**config.mk**
```make
export PLATFORM = sky130hd
export DESIGN_NAME = tp3_ctrl
export DESIGN_NICKNAME = d
export VERILOG_FILES = /design/src/rtl/core/tp3_pkg.sv /design/src/rtl/core/tp3_ctrl.sv
export SDC_FILE = /design/constraint.sdc
export NUM_CORES = 1
export LEC_CHECK = 0
export ABC_AREA = 1
export BUFFER_PORTS_ARGS = -buffer_cell sky130_fd_sc_hd__buf_2
export CELL_PAD_IN_SITES_DETAIL_PLACEMENT = 0
export CELL_PAD_IN_SITES_GLOBAL_PLACEMENT = 2
export CORE_ASPECT_RATIO = 1.4
export CORE_UTILIZATION = 30
export DETAILED_ROUTE_END_ITERATION = 7
export PLACE_DENSITY_LB_ADDON = 0.1
export SLEW_MARGIN = 20
export SYNTH_ARGS = -nofsm -noshare
export SYNTH_HDL_FRONTEND = slang
export SYNTH_SLANG_ARGS = --single-unit
```
**constraint.sdc**
```tcl
create_clock -name clk -period 4.4 [get_ports clk]
set_clock_uncertainty 0.15 [all_clocks]
set_input_delay 0 -clock clk [delete_from_list [all_inputs] [get_ports clk]]
set_output_delay 0 -clock clk [all_outputs]
set_load 0.02 [all_outputs]
```
**src/rtl/core/tp3_pkg.sv**
```systemverilog
// Shared types, constants and tables for the 3D turtle pose interpreter.
// Used by tp3_ctrl, tp3_dp and the top level; depends on nothing.
`default_nettype none

package tp3_pkg;

  localparam int STACK_DEPTH_DEF = 16;

  localparam int MODE_W = 4;
  localparam int AMT_W  = 24;
  localparam int PW     = 32;             // position, Q16.16
  localparam int HW     = 18;             // heading, Q1.16
  localparam int ZW     = 26;             // angle in 1/4096 degree
  localparam int CW     = 28;             // CORDIC vector components
  localparam int EW     = 26;             // heading with 8 guard bits
  localparam int SW     = 2 * EW;         // sum of squares
  localparam int LW     = SW / 2;         // vector length
  localparam int QW     = 18;             // quotient bits of one division
  localparam int NW     = EW + 17;        // division numerator
  localparam int FPW    = HW + AMT_W;     // forward product
  localparam int GW     = CW + 18;        // gain product
  localparam int RES_W  = 3 * PW + 3 * HW + 1 + 5;
  localparam int OUT_DATA_W = ((RES_W + 7) / 8) * 8;

  typedef logic signed [AMT_W-1:0] amt_t;
  typedef logic signed [PW-1:0]    pos_t;
  typedef logic signed [HW-1:0]    head_t;
  typedef logic signed [ZW-1:0]    z_t;
  typedef logic signed [CW-1:0]    cv_t;
  typedef logic signed [EW-1:0]    e_t;
  typedef logic [SW-1:0]           sq_t;
  typedef logic [NW-1:0]           num_t;
  typedef logic [LW:0]             rem_t;
  typedef logic signed [FPW:0]     fw_t;
  typedef logic signed [PW+1:0]    ps_t;

  localparam z_t DEG360     = 26'sd1474560;
  localparam z_t DEG180     = 26'sd737280;
  localparam z_t NEG_DEG180 = -26'sd737280;
  localparam z_t DEG90      = 26'sd368640;
  localparam z_t NEG_DEG90  = -26'sd368640;

  localparam logic signed [17:0] CORDIC_GAIN = 18'sd39797;
  localparam logic [QW-1:0]      Q_ONE       = 18'd65536;
  localparam head_t              HEAD_ONE    = 18'sd65536;

  localparam logic [4:0] CORDIC_LAST = 5'd15;
  localparam logic [4:0] ROOT_LAST   = 5'd25;
  localparam logic [4:0] DIV_LAST    = 5'd17;
  localparam logic [4:0] GAIN_LAST   = 5'd3;
  localparam logic [4:0] SQ_LAST     = 5'd3;
  localparam logic [1:0] AXIS_LAST   = 2'd2;

  typedef enum logic [MODE_W-1:0] {
    MODE_FWD      = 4'd0,
    MODE_YAW_L    = 4'd1,
    MODE_YAW_R    = 4'd2,
    MODE_PITCH_DN = 4'd3,
    MODE_PITCH_UP = 4'd4,
    MODE_ROLL_L   = 4'd5,
    MODE_ROLL_R   = 4'd6,
    MODE_TURN     = 4'd7,
    MODE_PUSH     = 4'd8,
    MODE_POP      = 4'd9
  } mode_t;

  typedef enum logic [4:0] {
    OP_NOP, OP_LOAD, OP_FMUL, OP_FADD, OP_REDUCE, OP_FOLD, OP_CORDIC,
    OP_GMUL, OP_GWR, OP_SQ, OP_SQACC, OP_RINIT, OP_RSTEP, OP_DINIT,
    OP_DSTEP, OP_DWR, OP_NEG, OP_PUSH, OP_POP_RD, OP_POP_WR, OP_FAULT
  } dp_op_t;

  typedef enum logic [4:0] {
    ST_IDLE, ST_FMUL, ST_FADD, ST_RED, ST_CORD, ST_GAIN, ST_SQ, ST_RINIT,
    ST_ROOT, ST_DCHK, ST_DINIT, ST_DIV, ST_DWR, ST_NEG, ST_PUSH, ST_POP,
    ST_POPW, ST_OUT
  } state_t;

  typedef struct packed {
    dp_op_t     op;
    logic [1:0] idx;
    logic [4:0] step;
  } dp_cmd_t;

  typedef struct packed {
    logic red_done;
    logic len_zero;
    logic stk_full;
    logic stk_empty;
  } dp_stat_t;

  // Arctangent of 2^-i in 1/4096 degree units.
  function automatic logic [17:0] atan_lut(input logic [3:0] i);
    unique case (i)
      4'd0:  atan_lut = 18'd184320;
      4'd1:  atan_lut = 18'd108810;
      4'd2:  atan_lut = 18'd57492;
      4'd3:  atan_lut = 18'd29184;
      4'd4:  atan_lut = 18'd14649;
      4'd5:  atan_lut = 18'd7331;
      4'd6:  atan_lut = 18'd3667;
      4'd7:  atan_lut = 18'd1833;
      4'd8:  atan_lut = 18'd917;
      4'd9:  atan_lut = 18'd458;
      4'd10: atan_lut = 18'd229;
      4'd11: atan_lut = 18'd115;
      4'd12: atan_lut = 18'd57;
      4'd13: atan_lut = 18'd29;
      4'd14: atan_lut = 18'd14;
      4'd15: atan_lut = 18'd7;
    endcase
  endfunction

endpackage

`default_nettype wire

```
**src/rtl/core/tp3_ctrl.sv**
```systemverilog
// Controller state machine that sequences the turtle datapath per command.
// Depends on tp3_pkg.
`default_nettype none

module tp3_ctrl (
  input  logic                       clk,
  input  logic                       rst,
  input  logic                       in_valid,
  input  logic [tp3_pkg::MODE_W-1:0] in_mode,
  input  logic                       out_free,
  input  tp3_pkg::dp_stat_t          stat,
  output logic                       in_ready,
  output tp3_pkg::dp_cmd_t           cmd,
  output logic                       out_load
);

  tp3_pkg::state_t state, state_next;
  logic [4:0] cnt, cnt_next;
  logic [1:0] idx, idx_next;

  always_ff @(posedge clk) begin
    if (rst) begin
      state <= tp3_pkg::ST_IDLE;
      cnt   <= '0;
      idx   <= '0;
    end else begin
      state <= state_next;
      cnt   <= cnt_next;
      idx   <= idx_next;
    end
  end

  always_comb begin
    state_next = state;
    cnt_next   = cnt;
    idx_next   = idx;
    cmd.op     = tp3_pkg::OP_NOP;
    cmd.idx    = idx;
    cmd.step   = cnt;
    out_load   = 1'b0;
    in_ready   = 1'b0;
    unique case (state)
      tp3_pkg::ST_IDLE: begin
        in_ready = !rst;
        if (in_valid && !rst) begin
          cmd.op   = tp3_pkg::OP_LOAD;
          cnt_next = '0;
          idx_next = '0;
          unique case (tp3_pkg::mode_t'(in_mode))
            tp3_pkg::MODE_FWD: state_next = tp3_pkg::ST_FMUL;
            tp3_pkg::MODE_YAW_L, tp3_pkg::MODE_YAW_R, tp3_pkg::MODE_PITCH_DN,
            tp3_pkg::MODE_PITCH_UP, tp3_pkg::MODE_ROLL_L,
            tp3_pkg::MODE_ROLL_R: state_next = tp3_pkg::ST_RED;
            tp3_pkg::MODE_TURN: state_next = tp3_pkg::ST_NEG;
            tp3_pkg::MODE_PUSH: state_next = tp3_pkg::ST_PUSH;
            tp3_pkg::MODE_POP:  state_next = tp3_pkg::ST_POP;
            default:            state_next = tp3_pkg::ST_OUT;
          endcase
        end
      end
      tp3_pkg::ST_FMUL: begin
        cmd.op     = tp3_pkg::OP_FMUL;
        state_next = tp3_pkg::ST_FADD;
      end
      tp3_pkg::ST_FADD: begin
        cmd.op = tp3_pkg::OP_FADD;
        if (idx == tp3_pkg::AXIS_LAST) begin
          state_next = tp3_pkg::ST_OUT;
        end else begin
          idx_next   = idx + 1'b1;
          state_next = tp3_pkg::ST_FMUL;
        end
      end
      tp3_pkg::ST_RED: begin
        // One full turn per cycle until the angle lies in [-180, 180).
        if (stat.red_done) begin
          cmd.op     = tp3_pkg::OP_FOLD;
          cnt_next   = '0;
          state_next = tp3_pkg::ST_CORD;
        end else begin
          cmd.op = tp3_pkg::OP_REDUCE;
        end
      end
      tp3_pkg::ST_CORD: begin
        cmd.op = tp3_pkg::OP_CORDIC;
        if (cnt == tp3_pkg::CORDIC_LAST) begin
          cnt_next   = '0;
          state_next = tp3_pkg::ST_GAIN;
        end else begin
          cnt_next = cnt + 1'b1;
        end
      end
      tp3_pkg::ST_GAIN: begin
        cmd.idx = {1'b0, cnt[1]};
        cmd.op  = cnt[0] ? tp3_pkg::OP_GWR : tp3_pkg::OP_GMUL;
        if (cnt == tp3_pkg::GAIN_LAST) begin
          cnt_next   = '0;
          state_next = tp3_pkg::ST_SQ;
        end else begin
          cnt_next = cnt + 1'b1;
        end
      end
      tp3_pkg::ST_SQ: begin
        cmd.idx = cnt[1:0];
        if (cnt == tp3_pkg::SQ_LAST) begin
          cmd.op     = tp3_pkg::OP_SQACC;
          state_next = tp3_pkg::ST_RINIT;
        end else begin
          cmd.op   = tp3_pkg::OP_SQ;
          cnt_next = cnt + 1'b1;
        end
      end
      tp3_pkg::ST_RINIT: begin
        cmd.op     = tp3_pkg::OP_RINIT;
        cnt_next   = '0;
        state_next = tp3_pkg::ST_ROOT;
      end
      tp3_pkg::ST_ROOT: begin
        cmd.op = tp3_pkg::OP_RSTEP;
        if (cnt == tp3_pkg::ROOT_LAST) begin
          state_next = tp3_pkg::ST_DCHK;
        end else begin
          cnt_next = cnt + 1'b1;
        end
      end
      tp3_pkg::ST_DCHK: begin
        // A zero length keeps the old heading.
        idx_next   = '0;
        state_next = stat.len_zero ? tp3_pkg::ST_OUT : tp3_pkg::ST_DINIT;
      end
      tp3_pkg::ST_DINIT: begin
        cmd.op     = tp3_pkg::OP_DINIT;
        cnt_next   = '0;
        state_next = tp3_pkg::ST_DIV;
      end
      tp3_pkg::ST_DIV: begin
        cmd.op = tp3_pkg::OP_DSTEP;
        if (cnt == tp3_pkg::DIV_LAST) begin
          state_next = tp3_pkg::ST_DWR;
        end else begin
          cnt_next = cnt + 1'b1;
        end
      end
      tp3_pkg::ST_DWR: begin
        cmd.op = tp3_pkg::OP_DWR;
        if (idx == tp3_pkg::AXIS_LAST) begin
          state_next = tp3_pkg::ST_OUT;
        end else begin
          idx_next   = idx + 1'b1;
          state_next = tp3_pkg::ST_DINIT;
        end
      end
      tp3_pkg::ST_NEG: begin
        cmd.op     = tp3_pkg::OP_NEG;
        state_next = tp3_pkg::ST_OUT;
      end
      tp3_pkg::ST_PUSH: begin
        cmd.op     = stat.stk_full ? tp3_pkg::OP_FAULT : tp3_pkg::OP_PUSH;
        state_next = tp3_pkg::ST_OUT;
      end
      tp3_pkg::ST_POP: begin
        if (stat.stk_empty) begin
          cmd.op     = tp3_pkg::OP_FAULT;
          state_next = tp3_pkg::ST_OUT;
        end else begin
          cmd.op     = tp3_pkg::OP_POP_RD;
          state_next = tp3_pkg::ST_POPW;
        end
      end
      tp3_pkg::ST_POPW: begin
        cmd.op     = tp3_pkg::OP_POP_WR;
        state_next = tp3_pkg::ST_OUT;
      end
      tp3_pkg::ST_OUT: begin
        if (out_free) begin
          out_load   = 1'b1;
          state_next = tp3_pkg::ST_IDLE;
        end
      end
      default: state_next = tp3_pkg::ST_IDLE;
    endcase
  end

endmodule

`default_nettype wire

```
Word level (Yosys, flattened, before mapping):

Memory sizes are Yosys's and may differ from the RTL's.
Index checks and enable logic that the tools add are counted.

* memories: 1
* memory bits (read-only): 80
* register bits after elaboration: 12
* input bits: 12

* mux-type cells: 35
* reductions and logical operators: 11
* equality and inequality tests: 34
* add/sub/neg operators: 2

Memory list
* (no name shown): words 16, width 5, rd ports 1, clocked after memory_dff 0, write ports 0, RTL line tp3_ctrl.sv:49 `unique case (tp3_pkg::mode_t'(in_mode))`

Operators with widths (count)
* case mux 5 bit (16 select lines): 2
* two-way mux 5 bit: 18
* equality test 5 x 4 -> 1 bit, second input constant: 9
* case mux 5 bit (8 select lines): 1
* != test 2 bit, second input constant: 12
* equality test 5 x 3 -> 1 bit, second input constant: 4
* equality test 5 bit, second input constant: 4
* equality test 5 x 2 -> 1 bit, second input constant: 3
* AND reduction 8 bit: 1
* nonzero test 8 bit: 1
* two-way mux 1 bit: 6
* two-way mux 2 bit: 3
* two-way mux 3 bit: 2
* case mux 2 bit (3 select lines): 1
* AND reduction 6 bit: 1
* adder 5 x 1 -> 5 bit, second input constant: 1
* equality test 5 x 1 -> 1 bit, second input constant: 1
* zero test 5 bit: 1
* two-way mux 4 bit: 1
* case mux 2 bit (2 select lines): 1
* OR reduction 2 bit: 2
* AND reduction 3 bit: 1
* nonzero test 3 bit: 1
* OR reduction 3 bit: 1
* other kinds (4): 4

Logic depth before layout (Yosys ltp):

Gate-level depths: netlist of the first run.

* depth after elaboration: 4
* gate-level depth with buffers: 12
* gate-level depth less buffers: 12

Least setup slack after synthesis of the first run:

OpenSTA, ideal clock, no wires.

* kind: reg-to-reg
* from: reg cnt[0]
* to: reg state[3]
* period minus slack after synthesis: 1.883 ns
* stages on the path, launching flop included: 13
* arrival time: 1.668 ns
* path slack: 2.517 ns
* path buffers: 0
* cell sequence: dfxtp_1 > ha_1 > nand3_1 > inv_1 > ha_1 > inv_1 > nand2_1 > nand2_1 > nor2_1 > nand2_2 > nor2_1 > nor2_1 > nor2_1

* word-level cells in the longest chain between the ends: 3
* elaborated cells between the ends (all ways): 10

RTL lines
* from (decl): RTL line tp3_ctrl.sv:18 `logic [4:0] cnt, cnt_next;`
* from (signal assigned): RTL line tp3_ctrl.sv:28 `cnt <= cnt_next;`
* equality test 5 bit (tied with other cells): RTL line tp3_ctrl.sv:138 `if (cnt == tp3_pkg::DIV_LAST) begin`
* != test 2 bit (no source line)
* AND reduction 8 bit (no source line) (*)
* to (signal assigned): RTL line tp3_ctrl.sv:23 `state <= tp3_pkg::ST_IDLE;`
* to (signal assigned): RTL line tp3_ctrl.sv:27 `state <= state_next;`
* to (decl): RTL line tp3_ctrl.sv:17 `tp3_pkg::state_t state, state_next;`

Every way passes the cells marked *; elsewhere a longest branch is shown, timed or not.
A chain may end at the register's enable or synchronous reset.

==> impl_metrics.json, run 1 <==
{
  "status": "finished clean",
  "grt_pass1_vias": 1706,
  "synth_top_family_by_area": "simple AND/OR/NAND/NOR gates",
  "synthSimpleGateAreaFrac_pct": 58.0,
  "critPathSlowestCell": "dfxtp_1",
  "reg2reg_depth": 10,
  "tightest_slew_ns": 0.432,
  "synth_seq_cells": 12,
  "rsz0062_at_grt": "no",
  "initial_core_util_pct": 31.8,
  "final_cells": 351,
  "whs_ns": 0.0663,
  "end_kind": "primary output",
  "dpl_cell_area_sq_mm": 0.00165,
  "synth_mux_area_share_pct": 0,
  "cts_max_path_buffers": 2,
  "critPathLaunch": "state[3]",
  "clock_latency_ns": 0.24,
  "cp_common_cell": "nand2_1",
  "ff_latch_area_sq_um": 240,
  "postRouteAntennaNets": 0,
  "die_w_um": 61.1,
  "netlist_area_sq_mm": 0.00147,
  "leakagePower_nw": 0.857,
  "numClockSinks": 12,
  "grt_pass1_wl_um": 8030,
  "final.setup.tns_ns": 0,
  "finalSetupViolCount": 0,
  "design_area_sq_mm": 0.00171,
  "gr-total-overflow": 0,
  "fin_nets": 307,
  "routed_via_density": 5.09,
  "crit_chain": "nor2_4 -> nand2_1 -> nor2_1 -> nand2_1 -> nand2_1 -> nor3_1 -> o311ai_0 -> buf_2",
  "cts-root-buf": "clkbuf_8",
  "synthArstFlopShare_pct": 0,
  "layout_min_cycle_time_ns": 2.19,
  "wl_per_cell_um": 14.4,
  "die_h_um": 84.7,
  "avgSynthCellArea_sq_um": 5.62,
  "drv_slew": 0,
  "htreeDepth": 1,
  "port_buffers": 25,
  "vias": 1786,
  "multiInputGateArea_sq_mm": 0.00108,
  "maxCapViolCount": 0,
  "path_max_fanout": 8,
  "netlist_top_cells_area": "nand2_1 18%, dfxtp_1 16%, nand3_1 13%, nor2_1 10%, inv_1 8.2%",
  "worstPathArrival_ns": 2.04,
  "dr.pass1.iters": 4,
  "hp-class": "primary input to flip-flop",
  "cts_setup_buffers": 0,
  "grt_start_max_net_pins": 15,
  "p_total_mw": 1.02,
  "period_share_pct": 49.8,
  "required_ns": 4.25,
  "fill_cells": 561,
  "syn-num-nets": 278,
  "slew_headroom_pct": 71.1,
  "fmax_mhz": 456,
  "crit_path_end": "cmd[8]",
  "cpPeakStageDelay_ns": 0.40,
  "ir_drop_mv": 0.228,
  "cts_made_buffers": 3,
  "ys_types": 27,
  "area_growth_pct": 16.9,
  "cts_tree": "yes",
  "coreArea_sq_mm": 0.00461,
  "yosysTopAreaCell": "nand2_1",
  "critPathKind": "flip-flop to primary output",
  "antenna_found_initial": 0,
  "drt_iter0_drc": 64,
  "synth_compound_area_share_pct": 10.6,
  "startpoint_type": "flip-flop",
  "synth_top_area_share_pct": 17.9,
  "yosysWarningCount": 0,
  "layout-drive-gt1-share_pct": 17.0,
  "synthAdderAreaFrac_pct": 4.27,
  "place_congestion": 0.850,
  "r2r_end": "state[4]",
  "num_rows": 29,
  "r2r-start": "cnt[0]",
  "synth_ff_type": "dfxtp_1",
  "route.detailed.drc": 0,
  "r2r_slack_ns": 2.32,
  "ys_seq_area_share_pct": 16.4,
  "track_usage_pct": 21.2,
  "clk_pin_slew_ns": 0.05,
  "num_io_pins": 26,
  "postSynthCellCount": 261,
  "dp.cells": 346,
  "synth_edf_count": 0,
  "hold_violations": 0,
  "synth-xor-area-share_pct": 0.597,
  "power.density_mw_per_mm2": 596,
  "dieArea_sq_mm": 0.00518,
  "hpwl_um": 4190,
  "wirelength_um": 5070,
  "antenna_cells": 0
}
## worst max-delay path, delay by kind of cell, from the launching register on
family / cells / cell delay [ns]
AND/OR/NAND/NOR: 6 / 1.09
flip-flops: 1 / 0.40
buffers and inverters: 1 / 0.22
AO/OA/AOI/OAI: 1 / 0.09
## where the power goes
group	switching [mW]	total, mW	internal, mW
clock	0.0411	0.120	0.0791
sequential	0.0468	0.177	0.130
combinational	0.506	0.724	0.219
total	0.594	1.02	0.428
## timing repair
| action | in CTS | in global routing |
|---|---|---|
| hold buffers | 1 | 0 |
| resized for setup | 0 | 0 |
| hold endpoints to repair | 12 | 0 |
## placed cells by master, fill, tap and decap left out
cell / Yosys / routed
ha_1: 5 / 5
o311ai_0: 1 / 1
nand2_4: 3 / 3
nand3_1: 39 / 39
xor2_1: 1 / 1
nand2_2: 5 / 5
o22ai_1: 2 / 2
nand3_2: 2 / 2
nor2_2: 2 / 2
clkbuf_8: 0 / 4
o21ai_0: 6 / 6
o21ai_2: 1 / 1
inv_2: 1 / 1
nor2_1: 40 / 40
o221ai_1: 1 / 1
nand2_1: 70 / 70
dfxtp_1: 12 / 12
buf_2: 0 / 25
clkinv_2: 1 / 1
nor3_1: 4 / 4
a21oi_1: 14 / 14
nor2_4: 4 / 4
o21a_1: 1 / 1
o2111ai_1: 1 / 1
dlygate4sd3_1: 0 / 1
nand4_1: 10 / 10
inv_1: 32 / 32
nand3_4: 1 / 1
## worst min-delay path by stage
stage	cells past startpoint	slack, ns	end	startpoint
after CTS	4	0.04	state[4]	out_free
final	4	0.07	state[4]	out_free
after global routing	4	0.07	state[4]	out_free
after detailed placement	2	0.20	state[3]	rst
after global placement	2	0.19	state[3]	rst
after floorplan	1	-0.08	idx[0]	rst
## synthesized netlist by cell type, types with 2 or more instances
library cell,count
nand2_1,70
nand3_2,2
inv_1,32
nor2_1,40
nand4_1,10
a21oi_1,14
o22ai_1,2
o21ai_0,6
nor2_4,4
nand3_1,39
nor2_2,2
nor3_1,4
nand2_4,3
dfxtp_1,12
ha_1,5
nand2_2,5
## flip-flops by register name, summed over array words and instances (netlist names)
signal / cells
idx: 2
state: 5
cnt: 5
## cell type report
cell class | instances | share of cell area, %
flip-flops and latches | 12 | 14.0
inverters | 34 | 7.52
multi-input cells | 213 | 62.8
well taps | 62 | 4.53
repair buffers | 26 | 7.88
clock buffers | 4 | 3.21
## cell families (layout without fill, tap and decap cells)
family / count (synthesis) / count (layout)
AOI/OAI and AO/OA: 27 / 27
xor gates and xnor gates: 1 / 1
adders and majority gates: 5 / 5
buffers and inverters: 36 / 64
DFF: 12 / 12
and+or+nand+nor: 180 / 180
## metal layers
| layer | share of wire (%) | vias to the layer above | global-route usage [%] |
|---|---|---|---|
| li1 | - | 915 | - |
| met1 | 38 | 799 | 21.9 |
| met3 | 3.4 | 18 | 3.70 |
| met5 | 0 | - | 0 |
| met4 | 4.8 | 0 | 11.0 |
| met2 | 53 | 54 | 38.3 |
## through the flow
step | setup WS [ns] | utilization (%)
floorplan | 2.52 | -
global placement | 2.32 | 35.8
detailed placement | 2.33 | 35.8
CTS | 2.23 | 37.2
global route | 2.10 | 37.2
finish | 2.21 | 37.2
(Power assumes the default switching activity.)
==> run 2, diff against run 1 <==
Settings changed: CORE_UTILIZATION 30 to 28.
Clock period 4.4 ns to 2.2 ns, I/O delays scaled along.
==> impl_metrics.json, run 2 (same netlist as run 1, synthesis figures left out) <==
{
  "route.detailed.drc": 0,
  "hp-class": "primary input to flip-flop",
  "antenna_cells": 0,
  "ir_drop_mv": 0.328,
  "cp_common_cell": "nand2_1",
  "grt_pass1_wl_um": 8930,
  "post-route-util_pct": 35.5,
  "dieArea_sq_mm": 0.00553,
  "status": "finished clean",
  "num_io_pins": 26,
  "fmax_mhz": 498,
  "numClockSinks": 12,
  "wl_per_cell_um": 14.7,
  "power.density_mw_per_mm2": 1180,
  "vias": 1756,
  "dr.pass1.iters": 4,
  "wirelength_um": 5240,
  "die_w_um": 63.2,
  "grt_pass1_vias": 1800,
  "critPathSlowestCell": "dfxtp_1",
  "p_total_mw": 2.08,
  "layout-drive-gt1-share_pct": 19.9,
  "final_cell_mix": "70 x nand2_1, 39 x nand3_1, 37 x nor2_1",
  "grt_start_max_net_pins": 15,
  "crit_chain": "nor2_4 -> nand2_1 -> nor2_4 -> nand2_1 -> nand2_1 -> nor3_1 -> o311ai_0 -> buf_2",
  "hpwl_um": 4410,
  "dpl_cell_area_sq_mm": 0.00167,
  "critical_path.n_buffers_inverters": 1,
  "final_common_cell": "nand2_1",
  "cts_max_path_buffers": 2,
  "end_kind": "primary output",
  "track_usage_pct": 20.9,
  "final.setup.tns_ns": 0,
  "maxCapViolCount": 0,
  "required_ns": 2.05,
  "dp.cells": 351,
  "layout_min_cycle_time_ns": 2.01,
  "cts_tree": "yes",
  "postRouteAntennaNets": 0,
  "area_growth_pct": 19.8,
  "final_cells": 356,
  "antenna_found_initial": 0,
  "cpPeakStageDelay_ns": 0.41,
  "tightest_slew_ns": 0.434,
  "fin_nets": 310,
  "critPathKind": "flip-flop to primary output",
  "cp_top_family": "simple AND/OR/NAND/NOR gates",
  "finalSetupViolCount": 0,
  "cts-root-buf": "clkbuf_8",
  "period_share_pct": 91.3,
  "num_rows": 30,
  "design_area_sq_mm": 0.00176,
  "path_max_fanout": 8,
  "startpoint_type": "flip-flop",
  "initial_core_util_pct": 29.6,
  "drt_iter0_drc": 100,
  "cts_made_buffers": 3,
  "place_congestion": 0.899,
  "gr-total-overflow": 0,
  "htreeDepth": 1,
  "worstPathArrival_ns": 1.86,
  "routed_via_density": 4.93,
  "die_h_um": 87.6,
  "clk_pin_slew_ns": 0.06,
  "leakagePower_nw": 0.871,
  "port_buffers": 25,
  "coreArea_sq_mm": 0.00495,
  "hold_violations": 0,
  "rsz0062_at_grt": "no",
  "cts_setup_buffers": 0,
  "reg_top3": "cnt (5), state (5), idx (2)",
  "clock_latency_ns": 0.24,
  "drv_slew": 0,
  "slew_headroom_pct": 71.0
}
[run 2: area by class of cell]
class                   count  area (sq um)
repair buffers             29           158
clock buffers               4          55.1
flip-flops and latches     12           243
multi-input cells         213          1090
fillers                   611          3200
inverters                  34           129
well taps                  64          80.1
[run 2: what timing repair did]
item,in CTS,in global routing
endpoints found under the setup margin,0,7
hold buffers,1,0
resized for setup,0,7
endpoints found under the hold margin,12,0
[run 2: per-layer routing]
metal | part of all wire, % | wire, um | vias to the layer above | GRT usage, %
met5 | 0 | 0 | - | 0
met4 | 1.7 | 90 | 0 | 5.07
met3 | 2.8 | 145 | 6 | 2.47
met2 | 56 | 2960 | 40 | 42.7
met1 | 39 | 2050 | 792 | 22.2
li1 | - | - | 918 | -
[run 2: stage by stage]
| step | setup WS [ns] | hold slack [ns] |
|---|---|---|
| after floorplan | 0.317 | -0.0809 |
| final | 0.191 | 0.0510 |
| after CTS | 0.0144 | 0.0380 |
| after global routing | 0.0404 | 0.0950 |
| after detailed placement | 0.127 | 0.200 |
| after global placement | 0.146 | 0.196 |
[run 2: worst min-delay path: stages]
cell	delay, ns
buf_2	0.07
inv_1	0.04
nand4_1	0.18
a21oi_1	0.09
[run 2: final timing paths]
| kind | from | to | slack, ns | depth (start not counted) |
|---|---|---|---|---|
| max | state[3] | cmd[8] | 0.19 | 8 |
| min | out_free | state[4] | 0.05 | 4 |
| min reg2reg | idx[0] | idx[0] | 0.36 | 2 |
| max reg2reg | state[2] | state[3] | 0.28 | 10 |
[run 2: report_power, final]
group / switching (mW) / internal, mW / total [mW]
Clock: 0.0816 / 0.158 / 0.240
Sequential: 0.0924 / 0.261 / 0.354
Combinational: 1.03 / 0.458 / 1.48
